--- src/hdl/dena_pkg.sv ---
// ----------------------------------------------------------------------------
// dena_pkg
// Types, constants and helpers shared by the directory entry name assembler.
// ----------------------------------------------------------------------------
package dena_pkg;

    localparam int LFN_CHARS = 13;
    localparam int LFN_OFS [LFN_CHARS] = '{1, 3, 5, 7, 9, 14, 16, 18, 20, 22, 24, 28, 30};
    localparam int SHORT_LEN = 12;

    localparam logic [7:0]  ATTR_LFN_MASK = 8'h3F;
    localparam logic [7:0]  ATTR_LFN      = 8'h0F;
    localparam logic [7:0]  ORDER_FIRST   = 8'h40;
    localparam logic [7:0]  ORDER_SLOT    = 8'h1F;
    localparam logic [7:0]  BYTE_END      = 8'h00;
    localparam logic [7:0]  BYTE_DELETED  = 8'hE5;
    localparam logic [7:0]  BYTE_KANJI    = 8'h05;
    localparam logic [7:0]  CHAR_QMARK    = 8'h3F;
    localparam logic [7:0]  CHAR_SPACE    = 8'h20;
    localparam logic [7:0]  CHAR_DOT      = 8'h2E;
    localparam logic [15:0] CHAR_NONE     = 16'hFFFF;
    localparam logic [15:0] CHAR_NUL      = 16'h0000;
    localparam logic [15:0] ASCII_LIMIT   = 16'h0080;
    localparam int          ATTR_VOL_BIT  = 3;
    localparam int          ATTR_DIR_BIT  = 4;

    localparam logic KIND_NAME = 1'b0;
    localparam logic KIND_END  = 1'b1;

    typedef struct packed {
        logic       term;
        logic [7:0] ch;
    } t_code;

    typedef t_code [LFN_CHARS-1:0] t_row;

    typedef struct packed {
        logic       en;
        logic       clear;
        logic [4:0] row;
        t_row       data;
    } t_row_wr;

    typedef struct packed {
        logic                      go;
        logic                      end_dir;
        logic                      from_long;
        logic [SHORT_LEN-1:0][7:0] text;
        logic [3:0]                text_len;
        logic [31:0]               cluster;
        logic [31:0]               size;
        logic                      is_dir;
    } t_emit_req;

    function automatic logic [7:0] cks_step(input logic [7:0] s, input logic [7:0] b);
        return {s[0], s[7:1]} + b;
    endfunction

endpackage

--- src/hdl/dena_lane.sv ---
// ----------------------------------------------------------------------------
// dena_lane
// One character lane: turns a UTF-16 long-name character into a stored code.
// ----------------------------------------------------------------------------
module dena_lane
    import dena_pkg::*;
(
    input  logic [15:0] i_char,
    input  logic        i_beyond,
    output t_code       o_code
);

    always_comb begin
        o_code.term = i_beyond || (i_char == CHAR_NUL) || (i_char == CHAR_NONE);
        o_code.ch   = (i_char < ASCII_LIMIT) ? i_char[7:0] : CHAR_QMARK;
    end

endmodule

--- src/hdl/dena_emit.sv ---
// ----------------------------------------------------------------------------
// dena_emit
// Name store, lane merge and chunk emitter with the output register.
// ----------------------------------------------------------------------------
module dena_emit
    import dena_pkg::*;
#(
    parameter int MAX_SLOTS        = 20,
    parameter int CHARS_PER_RESULT = 8
) (
    input  logic        i_clk,
    input  logic        i_rst_n,
    input  t_row_wr     i_wr,
    input  t_emit_req   i_req,
    output logic        o_busy,
    output logic        o_out_valid,
    input  logic        i_out_ready,
    output logic        o_result_kind,
    output logic [63:0] o_name_chars,
    output logic [3:0]  o_char_count,
    output logic        o_from_long_name,
    output logic [31:0] o_first_cluster,
    output logic [31:0] o_file_size,
    output logic        o_is_directory,
    output logic        o_last_of_run
);

    localparam int BUF    = CHARS_PER_RESULT + LFN_CHARS;
    localparam int CNT_W  = $clog2(BUF + 1);
    localparam int SLOT_W = (MAX_SLOTS > 1) ? $clog2(MAX_SLOTS) : 1;

    typedef enum logic [3:0] {
        E_IDLE   = 4'b0001,
        E_READ   = 4'b0010,
        E_APPEND = 4'b0100,
        E_EMIT   = 4'b1000
    } t_estate;

    t_estate r_state, n_state;
    t_row    mem [MAX_SLOTS];
    t_row    r_rd_row;
    logic    r_rd_ok;
    logic [MAX_SLOTS-1:0] r_rows, n_rows;
    logic [7:0] r_buf [BUF];
    logic [7:0] n_buf [BUF];
    logic [CNT_W-1:0] r_cnt, n_cnt;
    logic r_done, n_done;
    logic [SLOT_W-1:0] r_row, n_row;
    logic r_kind, n_kind, r_long, n_long, r_dir, n_dir;
    logic [31:0] r_cluster, n_cluster, r_size, n_size;
    logic r_out_valid, n_out_valid;
    logic r_o_kind, n_o_kind, r_o_long, n_o_long, r_o_dir, n_o_dir, r_o_last, n_o_last;
    logic [63:0] r_o_chars, n_o_chars;
    logic [3:0] r_o_cnt, n_o_cnt;
    logic [31:0] r_o_cluster, n_o_cluster, r_o_size, n_o_size;
    logic [3:0] lead;
    logic [CNT_W-1:0] take;
    logic can_emit;
    int k;

    always_ff @(posedge i_clk) begin
        if (i_wr.en) begin
            mem[i_wr.row[SLOT_W-1:0]] <= i_wr.data;
        end
        r_rd_row <= mem[r_row];
        r_rd_ok  <= r_rows[r_row];
    end

    always_comb begin
        n_rows = i_wr.clear ? '0 : r_rows;
        if (i_wr.en) begin
            n_rows[i_wr.row[SLOT_W-1:0]] = 1'b1;
        end
    end

    // merge: count leading characters of the row before the first terminator
    always_comb begin
        lead = 4'(LFN_CHARS);
        for (int i = LFN_CHARS - 1; i >= 0; i--) begin
            if (r_rd_row[i].term) begin
                lead = 4'(i);
            end
        end
        if (!r_rd_ok) begin
            lead = 4'd0;
        end
    end

    assign take     = (r_cnt > CNT_W'(CHARS_PER_RESULT)) ? CNT_W'(CHARS_PER_RESULT) : r_cnt;
    assign can_emit = !r_out_valid || i_out_ready;

    always_comb begin
        n_state     = r_state;
        n_buf       = r_buf;
        n_cnt       = r_cnt;
        n_done      = r_done;
        n_row       = r_row;
        n_kind      = r_kind;
        n_long      = r_long;
        n_dir       = r_dir;
        n_cluster   = r_cluster;
        n_size      = r_size;
        n_out_valid = r_out_valid && !i_out_ready;
        n_o_kind    = r_o_kind;
        n_o_long    = r_o_long;
        n_o_dir     = r_o_dir;
        n_o_last    = r_o_last;
        n_o_chars   = r_o_chars;
        n_o_cnt     = r_o_cnt;
        n_o_cluster = r_o_cluster;
        n_o_size    = r_o_size;
        k           = 0;
        unique case (r_state)
            E_IDLE: begin
                if (i_req.go) begin
                    n_kind    = i_req.end_dir ? KIND_END : KIND_NAME;
                    n_long    = i_req.from_long;
                    n_dir     = i_req.is_dir;
                    n_cluster = i_req.cluster;
                    n_size    = i_req.size;
                    n_row     = '0;
                    if (i_req.end_dir) begin
                        n_cnt   = '0;
                        n_done  = 1'b1;
                        n_state = E_EMIT;
                    end else if (i_req.from_long) begin
                        n_cnt   = '0;
                        n_done  = 1'b0;
                        n_state = E_READ;
                    end else begin
                        for (int j = 0; j < SHORT_LEN; j++) begin
                            n_buf[j] = i_req.text[j];
                        end
                        n_cnt   = CNT_W'(i_req.text_len);
                        n_done  = 1'b1;
                        n_state = E_EMIT;
                    end
                end
            end
            E_READ: begin
                n_state = E_APPEND;
            end
            E_APPEND: begin
                for (int j = 0; j < BUF; j++) begin
                    k = j - int'(r_cnt);
                    if (k >= 0 && k < int'(lead)) begin
                        n_buf[j] = r_rd_row[4'(k)].ch;
                    end
                end
                n_cnt = r_cnt + CNT_W'(lead);
                if (lead != 4'(LFN_CHARS) || r_row == SLOT_W'(MAX_SLOTS - 1)) begin
                    n_done = 1'b1;
                end else begin
                    n_row = r_row + 1'b1;
                end
                n_state = E_EMIT;
            end
            E_EMIT: begin
                if (r_done || r_cnt > CNT_W'(CHARS_PER_RESULT)) begin
                    if (can_emit) begin
                        n_out_valid = 1'b1;
                        n_o_kind    = r_kind;
                        n_o_long    = r_long;
                        n_o_dir     = r_dir;
                        n_o_cluster = r_cluster;
                        n_o_size    = r_size;
                        n_o_cnt     = 4'(take);
                        n_o_last    = r_done && r_cnt <= CNT_W'(CHARS_PER_RESULT);
                        for (int j = 0; j < 8; j++) begin
                            n_o_chars[8*j +: 8] = (j < CHARS_PER_RESULT && j < int'(take)) ?
                                                  r_buf[j] : 8'h00;
                        end
                        for (int j = 0; j < BUF; j++) begin
                            if (j + CHARS_PER_RESULT < BUF) begin
                                n_buf[j] = r_buf[j + CHARS_PER_RESULT];
                            end else begin
                                n_buf[j] = 8'h00;
                            end
                        end
                        n_cnt = r_cnt - take;
                        if (n_o_last) begin
                            n_state = E_IDLE;
                        end
                    end
                end else begin
                    n_state = E_READ;
                end
            end
            default: n_state = E_IDLE;
        endcase
    end

    always_ff @(posedge i_clk) begin
        if (!i_rst_n) begin
            r_state     <= E_IDLE;
            r_rows      <= '0;
            r_out_valid <= 1'b0;
        end else begin
            r_state     <= n_state;
            r_rows      <= n_rows;
            r_out_valid <= n_out_valid;
        end
    end

    always_ff @(posedge i_clk) begin
        r_buf       <= n_buf;
        r_cnt       <= n_cnt;
        r_done      <= n_done;
        r_row       <= n_row;
        r_kind      <= n_kind;
        r_long      <= n_long;
        r_dir       <= n_dir;
        r_cluster   <= n_cluster;
        r_size      <= n_size;
        r_o_kind    <= n_o_kind;
        r_o_long    <= n_o_long;
        r_o_dir     <= n_o_dir;
        r_o_last    <= n_o_last;
        r_o_chars   <= n_o_chars;
        r_o_cnt     <= n_o_cnt;
        r_o_cluster <= n_o_cluster;
        r_o_size    <= n_o_size;
    end

    assign o_busy           = (r_state != E_IDLE);
    assign o_out_valid      = r_out_valid;
    assign o_result_kind    = r_o_kind;
    assign o_name_chars     = r_o_chars;
    assign o_char_count     = r_o_cnt;
    assign o_from_long_name = r_o_long;
    assign o_first_cluster  = r_o_cluster;
    assign o_file_size      = r_o_size;
    assign o_is_directory   = r_o_dir;
    assign o_last_of_run    = r_o_last;

endmodule

--- src/hdl/directory_entry_name_assembler.sv ---
// ----------------------------------------------------------------------------
// directory_entry_name_assembler
// Classifies FAT directory entries, collects long-name rows through 13 lanes
// and emits each file name in chunks.
//
//   channel   direction  handshake                  beat
//   in        input      i_in_valid / o_in_ready    one 32-byte entry + start flag
//   out       output     o_out_valid / i_out_ready  one name chunk or end marker
//
// Each entry is registered and then classified in S_EVAL. A short name is then
// emitted one result at a time. A long name reads one 13-character row at a time
// from the store through its single read port, emitting full results between reads.
// Synchronous active-low reset clears control state; the store needs no clear.
// The next entry is taken once the last result of the current one is loaded.
// ----------------------------------------------------------------------------
module directory_entry_name_assembler
    import dena_pkg::*;
#(
    parameter int NAME_CAPACITY    = 260,
    parameter int MAX_SLOTS        = 20,
    parameter int CHARS_PER_RESULT = 8
) (
    input  logic        i_clk,
    input  logic        i_rst_n,
    input  logic        i_in_valid,
    output logic        o_in_ready,
    input  logic [63:0] i_entry_word0,
    input  logic [63:0] i_entry_word1,
    input  logic [63:0] i_entry_word2,
    input  logic [63:0] i_entry_word3,
    input  logic        i_directory_start,
    output logic        o_out_valid,
    input  logic        i_out_ready,
    output logic        o_result_kind,
    output logic [63:0] o_name_chars,
    output logic [3:0]  o_char_count,
    output logic        o_from_long_name,
    output logic [31:0] o_first_cluster,
    output logic [31:0] o_file_size,
    output logic        o_is_directory,
    output logic        o_last_of_run
);

    localparam logic [31:0] POS_LIMIT = 32'(NAME_CAPACITY - 1);

    typedef enum logic [1:0] {
        S_IDLE = 2'b01,
        S_EVAL = 2'b10
    } t_state;

    t_state r_state, n_state;
    logic [255:0] r_entry;
    logic [7:0] r_psum, n_psum;
    logic r_name_valid, n_name_valid;
    logic [7:0] r_expected, n_expected;
    logic accept, emit_busy;
    t_row_wr wr;
    t_emit_req req;
    t_row lane_row;

    logic [7:0] first, attr, cks, sum;
    logic [4:0] slot, slot_m1;
    logic slot_ok, live;
    logic [8:0] base;
    logic [3:0] base_len;
    logic [1:0] ext_len;
    logic has_ext;
    logic [7:0] ext [3];
    logic [SHORT_LEN-1:0][7:0] short_text;
    logic [3:0] short_len;
    int m;

    assign o_in_ready = (r_state == S_IDLE) && !emit_busy;
    assign accept     = i_in_valid && o_in_ready;

    always_comb begin
        n_psum = 8'h00;
        for (int i = 0; i < 6; i++) begin
            n_psum = cks_step(n_psum, i_entry_word0[8*i +: 8]);
        end
    end

    assign first   = r_entry[7:0];
    assign attr    = r_entry[95:88];
    assign cks     = r_entry[111:104];
    assign slot    = first[4:0] & ORDER_SLOT[4:0];
    assign slot_m1 = slot - 5'd1;
    assign slot_ok = (slot != 5'd0) && (32'(slot) <= 32'(MAX_SLOTS));
    assign base    = 9'(slot_m1) * 9'(LFN_CHARS);

    always_comb begin
        sum = r_psum;
        for (int i = 6; i < 11; i++) begin
            sum = cks_step(sum, r_entry[8*i +: 8]);
        end
    end

    for (genvar g = 0; g < LFN_CHARS; g++) begin : g_lane
        localparam int OFS = LFN_OFS[g];
        logic beyond;
        assign beyond = (32'(base) + 32'(g)) >= POS_LIMIT;
        dena_lane u_lane (
            .i_char   (r_entry[8*OFS +: 16]),
            .i_beyond (beyond),
            .o_code   (lane_row[g])
        );
    end

    // 8.3 name: base up to first space, then dot and extension if present
    always_comb begin
        base_len = 4'd8;
        for (int i = 7; i >= 0; i--) begin
            if (r_entry[8*i +: 8] == CHAR_SPACE) begin
                base_len = 4'(i);
            end
        end
        ext_len = 2'd3;
        for (int i = 2; i >= 0; i--) begin
            ext[i] = r_entry[8*(8+i) +: 8];
            if (r_entry[8*(8+i) +: 8] == CHAR_SPACE) begin
                ext_len = 2'(i);
            end
        end
        has_ext = (ext[0] != CHAR_SPACE) || (ext[1] != CHAR_SPACE) || (ext[2] != CHAR_SPACE);
        m = 0;
        for (int j = 0; j < SHORT_LEN; j++) begin
            m = j - int'(base_len) - 1;
            short_text[j] = 8'h00;
            if (j < int'(base_len)) begin
                short_text[j] = (j == 0 && r_entry[7:0] == BYTE_KANJI) ?
                                BYTE_DELETED : r_entry[8*j +: 8];
            end else if (has_ext && j == int'(base_len)) begin
                short_text[j] = CHAR_DOT;
            end else if (has_ext && m >= 0 && m < int'(ext_len)) begin
                short_text[j] = ext[2'(m)];
            end
        end
        short_len = has_ext ? base_len + 4'd1 + 4'(ext_len) : base_len;
    end

    always_comb begin
        n_state      = r_state;
        n_name_valid = r_name_valid;
        n_expected   = r_expected;
        wr.en        = 1'b0;
        wr.clear     = 1'b0;
        wr.row       = slot_m1;
        wr.data      = lane_row;
        req.go       = 1'b0;
        req.end_dir  = 1'b0;
        req.from_long = 1'b0;
        req.text     = short_text;
        req.text_len = short_len;
        req.cluster  = {r_entry[8*21 +: 8], r_entry[8*20 +: 8],
                        r_entry[8*27 +: 8], r_entry[8*26 +: 8]};
        req.size     = r_entry[255:224];
        req.is_dir   = attr[ATTR_DIR_BIT];
        live         = r_name_valid;
        unique case (r_state)
            S_IDLE: begin
                if (accept) begin
                    n_name_valid = r_name_valid && !i_directory_start;
                    n_state      = S_EVAL;
                end
            end
            S_EVAL: begin
                n_state = S_IDLE;
                priority if (first == BYTE_END) begin
                    req.go      = 1'b1;
                    req.end_dir = 1'b1;
                    req.cluster = '0;
                    req.size    = '0;
                    req.is_dir  = 1'b0;
                end else if (first == BYTE_DELETED) begin
                    n_name_valid = 1'b0;
                end else if ((attr & ATTR_LFN_MASK) == ATTR_LFN) begin
                    if ((first & ORDER_FIRST) != 8'h00) begin
                        wr.clear   = 1'b1;
                        n_expected = cks;
                        live       = 1'b1;
                    end
                    if (live) begin
                        if (cks != n_expected || !slot_ok) begin
                            n_name_valid = 1'b0;
                        end else begin
                            n_name_valid = 1'b1;
                            wr.en        = 1'b1;
                        end
                    end
                end else if (attr[ATTR_VOL_BIT]) begin
                    n_name_valid = 1'b0;
                end else begin
                    req.go        = 1'b1;
                    req.from_long = r_name_valid && (sum == r_expected);
                    n_name_valid  = 1'b0;
                end
            end
            default: n_state = S_IDLE;
        endcase
    end

    always_ff @(posedge i_clk) begin
        if (!i_rst_n) begin
            r_state      <= S_IDLE;
            r_name_valid <= 1'b0;
            r_expected   <= 8'h00;
        end else begin
            r_state      <= n_state;
            r_name_valid <= n_name_valid;
            r_expected   <= n_expected;
        end
    end

    always_ff @(posedge i_clk) begin
        if (accept) begin
            r_entry <= {i_entry_word3, i_entry_word2, i_entry_word1, i_entry_word0};
            r_psum  <= n_psum;
        end
    end

    dena_emit #(
        .MAX_SLOTS        (MAX_SLOTS),
        .CHARS_PER_RESULT (CHARS_PER_RESULT)
    ) u_emit (
        .i_clk            (i_clk),
        .i_rst_n          (i_rst_n),
        .i_wr             (wr),
        .i_req            (req),
        .o_busy           (emit_busy),
        .o_out_valid      (o_out_valid),
        .i_out_ready      (i_out_ready),
        .o_result_kind    (o_result_kind),
        .o_name_chars     (o_name_chars),
        .o_char_count     (o_char_count),
        .o_from_long_name (o_from_long_name),
        .o_first_cluster  (o_first_cluster),
        .o_file_size      (o_file_size),
        .o_is_directory   (o_is_directory),
        .o_last_of_run    (o_last_of_run)
    );

endmodule

--- config.mk ---
export PLATFORM = sky130hd
export DESIGN_NAME = directory_entry_name_assembler
export DESIGN_NICKNAME = d
export VERILOG_FILES = /design/src/hdl/dena_pkg.sv /design/src/hdl/dena_lane.sv /design/src/hdl/dena_emit.sv /design/src/hdl/directory_entry_name_assembler.sv
export SDC_FILE = /design/constraint.sdc
export NUM_CORES = 2
export LEC_CHECK = 0
export BUFFER_PORTS_ARGS = -buffer_cell sky130_fd_sc_hd__buf_2
export CAP_MARGIN = 20
export CORE_ASPECT_RATIO = 1.1
export CORE_UTILIZATION = 40
export DETAILED_ROUTE_END_ITERATION = 6
export PLACE_DENSITY = 0.56
export SETUP_SLACK_MARGIN = 0.02
export SYNTH_ARGS = -nofsm -noshare
export SYNTH_HDL_FRONTEND = slang
export SYNTH_SLANG_ARGS = --single-unit
--- constraint.sdc ---
create_clock -name i_clk -period 14.1 [get_ports i_clk]
set_input_delay 2.115 -clock i_clk [delete_from_list [all_inputs] [get_ports i_clk]]
set_output_delay 2.115 -clock i_clk [all_outputs]
set_load 0.05 [all_outputs]
==> impl_metrics.tcl <==
set metrics [dict create \
    finalHoldViolCount 0 \
    cts_max_level 5 \
    fmaxAchievable_ghz 0.136 \
    worstSetupPathType "reg -> reg" \
    fin_tns_setup_ns 0 \
    numCtsBuffers 333 \
    regToRegEndpoint "u_emit.r_buf[102]$_DFFE_PP_" \
    drc 0 \
    synth_edf_count 2978 \
    clock_sinks 3132 \
    hold_buffers 0 \
    drive_above_1_share_pct 26.2 \
    routed_via_density 5.69 \
    pin_count 399 \
    cp_common_cell "a21oi_1" \
    synthCells 6980 \
    slowest_delay_ns 0.75 \
    synth.ff_latch_count 3132 \
    synth_area_um2 130000 \
    worstSetupEndpoint "u_emit.r_buf[102]$_DFFE_PP_" \
    cap_violations 0 \
    grt_pass1_wl_um 531000 \
    worstPathArrival_ns 7.94 \
    dp_hpwl_um 229000 \
    tightest_slew_ns 1.27 \
    clkTransAtPathRegs_ns 0.06 \
    initial_core_util_pct 40.3 \
    post-route-period-util_pct 52.3 \
    min_period_ns 7.37 \
    grt-ovfl-total 0 \
    crit_fanout 12 \
    dieHeight_um 599 \
    die_width_um 545 \
    synth_ff_type "edfxtp_1" \
    antenna_found_initial 28 \
    p_leak_nw 53.3 \
    clk_path_buf_depth 4 \
    dr.pass1.iters 6 \
    cts_resized 0 \
    crit_path_start_kind "flip-flop" \
    ys_warn_count 0 \
    netlist.area_leader.share_pct 68.9 \
    timing.slew.headroom_pct 14.5 \
    worstReg2RegStart "r_entry[49]$_DFFE_PP_" \
    grt_max_degree 162 \
    synth_cell_types 87 \
    drv_slew 0 \
    fin_skew_ns 0.0466 \
    ff2ff_path_depth 27 \
    hp-class "reg -> reg" \
    portBuffers 390 \
    synth_area_per_cell_um2 18.6 \
    status "completed" \
    setup-violations-final 0 \
    netlist_top_cells_area "edfxtp_1 (69%), mux4_2 (14%), dfxtp_1 (2.4%), ha_1 (1.8%), mux2_2 (1.0%)" \
    wire_per_inst_um 30.5 \
    layout_commonest_cell "edfxtp_1" \
    core-area_um2 322000 \
    final_cell_mix "edfxtp_1 (2978), mux4_2 (804), buf_2 (390), clkbuf_16 (340), nand2_1 (313)" \
    rsz0062_at_grt "no" \
    min-delay-start "u_emit.r_size[29]$_DFFE_PP_" \
    drt-initial-drc-count 7139 \
    grt_use_total_pct 22.9 \
    post_cts_buffers 0 \
    synth_area_leader_cell "edfxtp_1" \
    end_kind "flip-flop" \
    insertion_delay_ns 0.94 \
    ir_drop_mv 0.369 \
    power_w 0.0262 \
    area_growth_syn_to_layout_pct 15.1 \
    power_density_nw_per_um2 175 \
    seq_area_frac_synth_pct 71.3 \
    drt-total-wl_um 377000 \
    rows 218 \
    cpMaxStageDelayCell "a21oi_1" \
    grt_pass1_vias 71083 \
    cp.required_ns 14.67 \
    cp-startpoint "r_entry[49]$_DFFE_PP_" \
    via_count 70399 \
    cts_tree "yes" \
    reg2reg_slack_ns 6.73 \
    clock-root-buffer "clkbuf_16" \
    ant_nets 0 \
    gp_congestion 0.969 \
    nets 8256 \
    die_area_um2 327000 \
    async_flop_share_pct 0 \
]
worst min-delay path by stage:
stage | end | depth (start not counted)
2_1_floorplan | u_emit.o_file_size[0]$_DFFE_PP_ | 0
3_3_place_gp | u_emit.o_first_cluster[6]$_DFFE_PP_ | 0
3_5_place_dp | u_emit.o_file_size[29]$_DFFE_PP_ | 0
4_1_cts | u_emit.o_file_size[3]$_DFFE_PP_ | 0
5_1_grt | u_emit.o_file_size[6]$_DFFE_PP_ | 0
6_report | u_emit.o_file_size[29]$_DFFE_PP_ | 0
cell usage after synthesis, types with 82 or more instances:
cell type	n
xnor2_1	97
clkbuf_1	246
o21ai_0	210
inv_1	121
nand2_1	315
edfxtp_1	2978
and2_1	116
a21oi_1	216
mux4_2	804
mux2i_1	95
nor2_1	303
ha_1	186
nor2b_1	82
buf_1	91
dfxtp_1	154
mux2_2	118
critical path, delay by kind of cell, from the launching register on:
kind / cells / cell delay, ns
flops: 1 / 0.51
fa+ha+maj: 5 / 1.54
xor+xnor: 4 / 0.86
buf+inv: 1 / 0.24
compound gates: 16 / 3.64
simple gates: 1 / 0.19
final cells by class:
type                       count  area [um2]
antenna                        7        17.5
clock buffer                 427        9000
clock inverter               183        1820
fill                       27226      172000
inverter                     135         512
multi-input combinational   3627       36700
sequential                  3132       92500
tap                         4290        5370
timing repair buffer         566        3440
metal layers:
layer | up-vias | wire (um) | GRT usage (%)
li1 | 29777 | - | -
met1 | 37473 | 164000 | 32.6
met2 | 2619 | 178000 | 36.6
met3 | 524 | 24400 | 3.54
met4 | 6 | 10800 | 6.41
met5 | - | 46 | 0
cell families (layout without fill, tap and decap cells):
| group | Yosys count | count (layout) | synth area share [%] |
|---|---|---|---|
| other | 1 | 267 | 0.00289 |
| xor gates and xnor gates | 139 | 139 | 0.944 |
| AOI/OAI and AO/OA | 805 | 805 | 3.99 |
| muxes | 1018 | 1018 | 15.7 |
| adders and majority gates | 200 | 200 | 2.01 |
| DFF | 3132 | 3132 | 71.3 |
| buffers and inverters | 480 | 1311 | 1.40 |
| and+or+nand+nor | 1205 | 1205 | 4.61 |
sequential cells by signal, indices dropped and copies added, names as in the netlist, 20 cells and up:
register                count
u_emit.mem               2340
r_entry                   248
u_emit.r_buf              168
u_emit.r_rd_row           117
u_emit.o_name_chars        64
u_emit.o_file_size         32
u_emit.o_first_cluster     32
u_emit.r_cluster           32
u_emit.r_size              32
u_emit.r_rows              20
report_power, final:
group / internal (W) / switching (W) / leakage (nW)
Combinational: 0.00232 / 0.00385 / 16.2
Sequential: 0.0110 / 0.000318 / 31.7
Clock: 0.00505 / 0.00367 / 5.30
Total: 0.0184 / 0.00784 / 53.3
stage by stage:
| stage | cells | cell area, um2 | worst slack [ns] | hold slack [ns] | utilization [%] |
|---|---|---|---|---|---|
| after CTS | 12352 | 149000 | 6.64 | 0.416 | 46.4 |
| after global placement | 11739 | 138000 | 6.80 | 0.402 | 43.0 |
| after global routing | 12362 | 149000 | 6.17 | 0.422 | 46.4 |
| after floorplan | 7239 | 131000 | 5.48 | 0.400 | - |
| after detailed placement | 11742 | 138000 | 6.70 | 0.405 | 43.0 |
| final | 12367 | 149000 | 6.73 | 0.415 | 46.4 |
(Power assumes the default switching activity.)
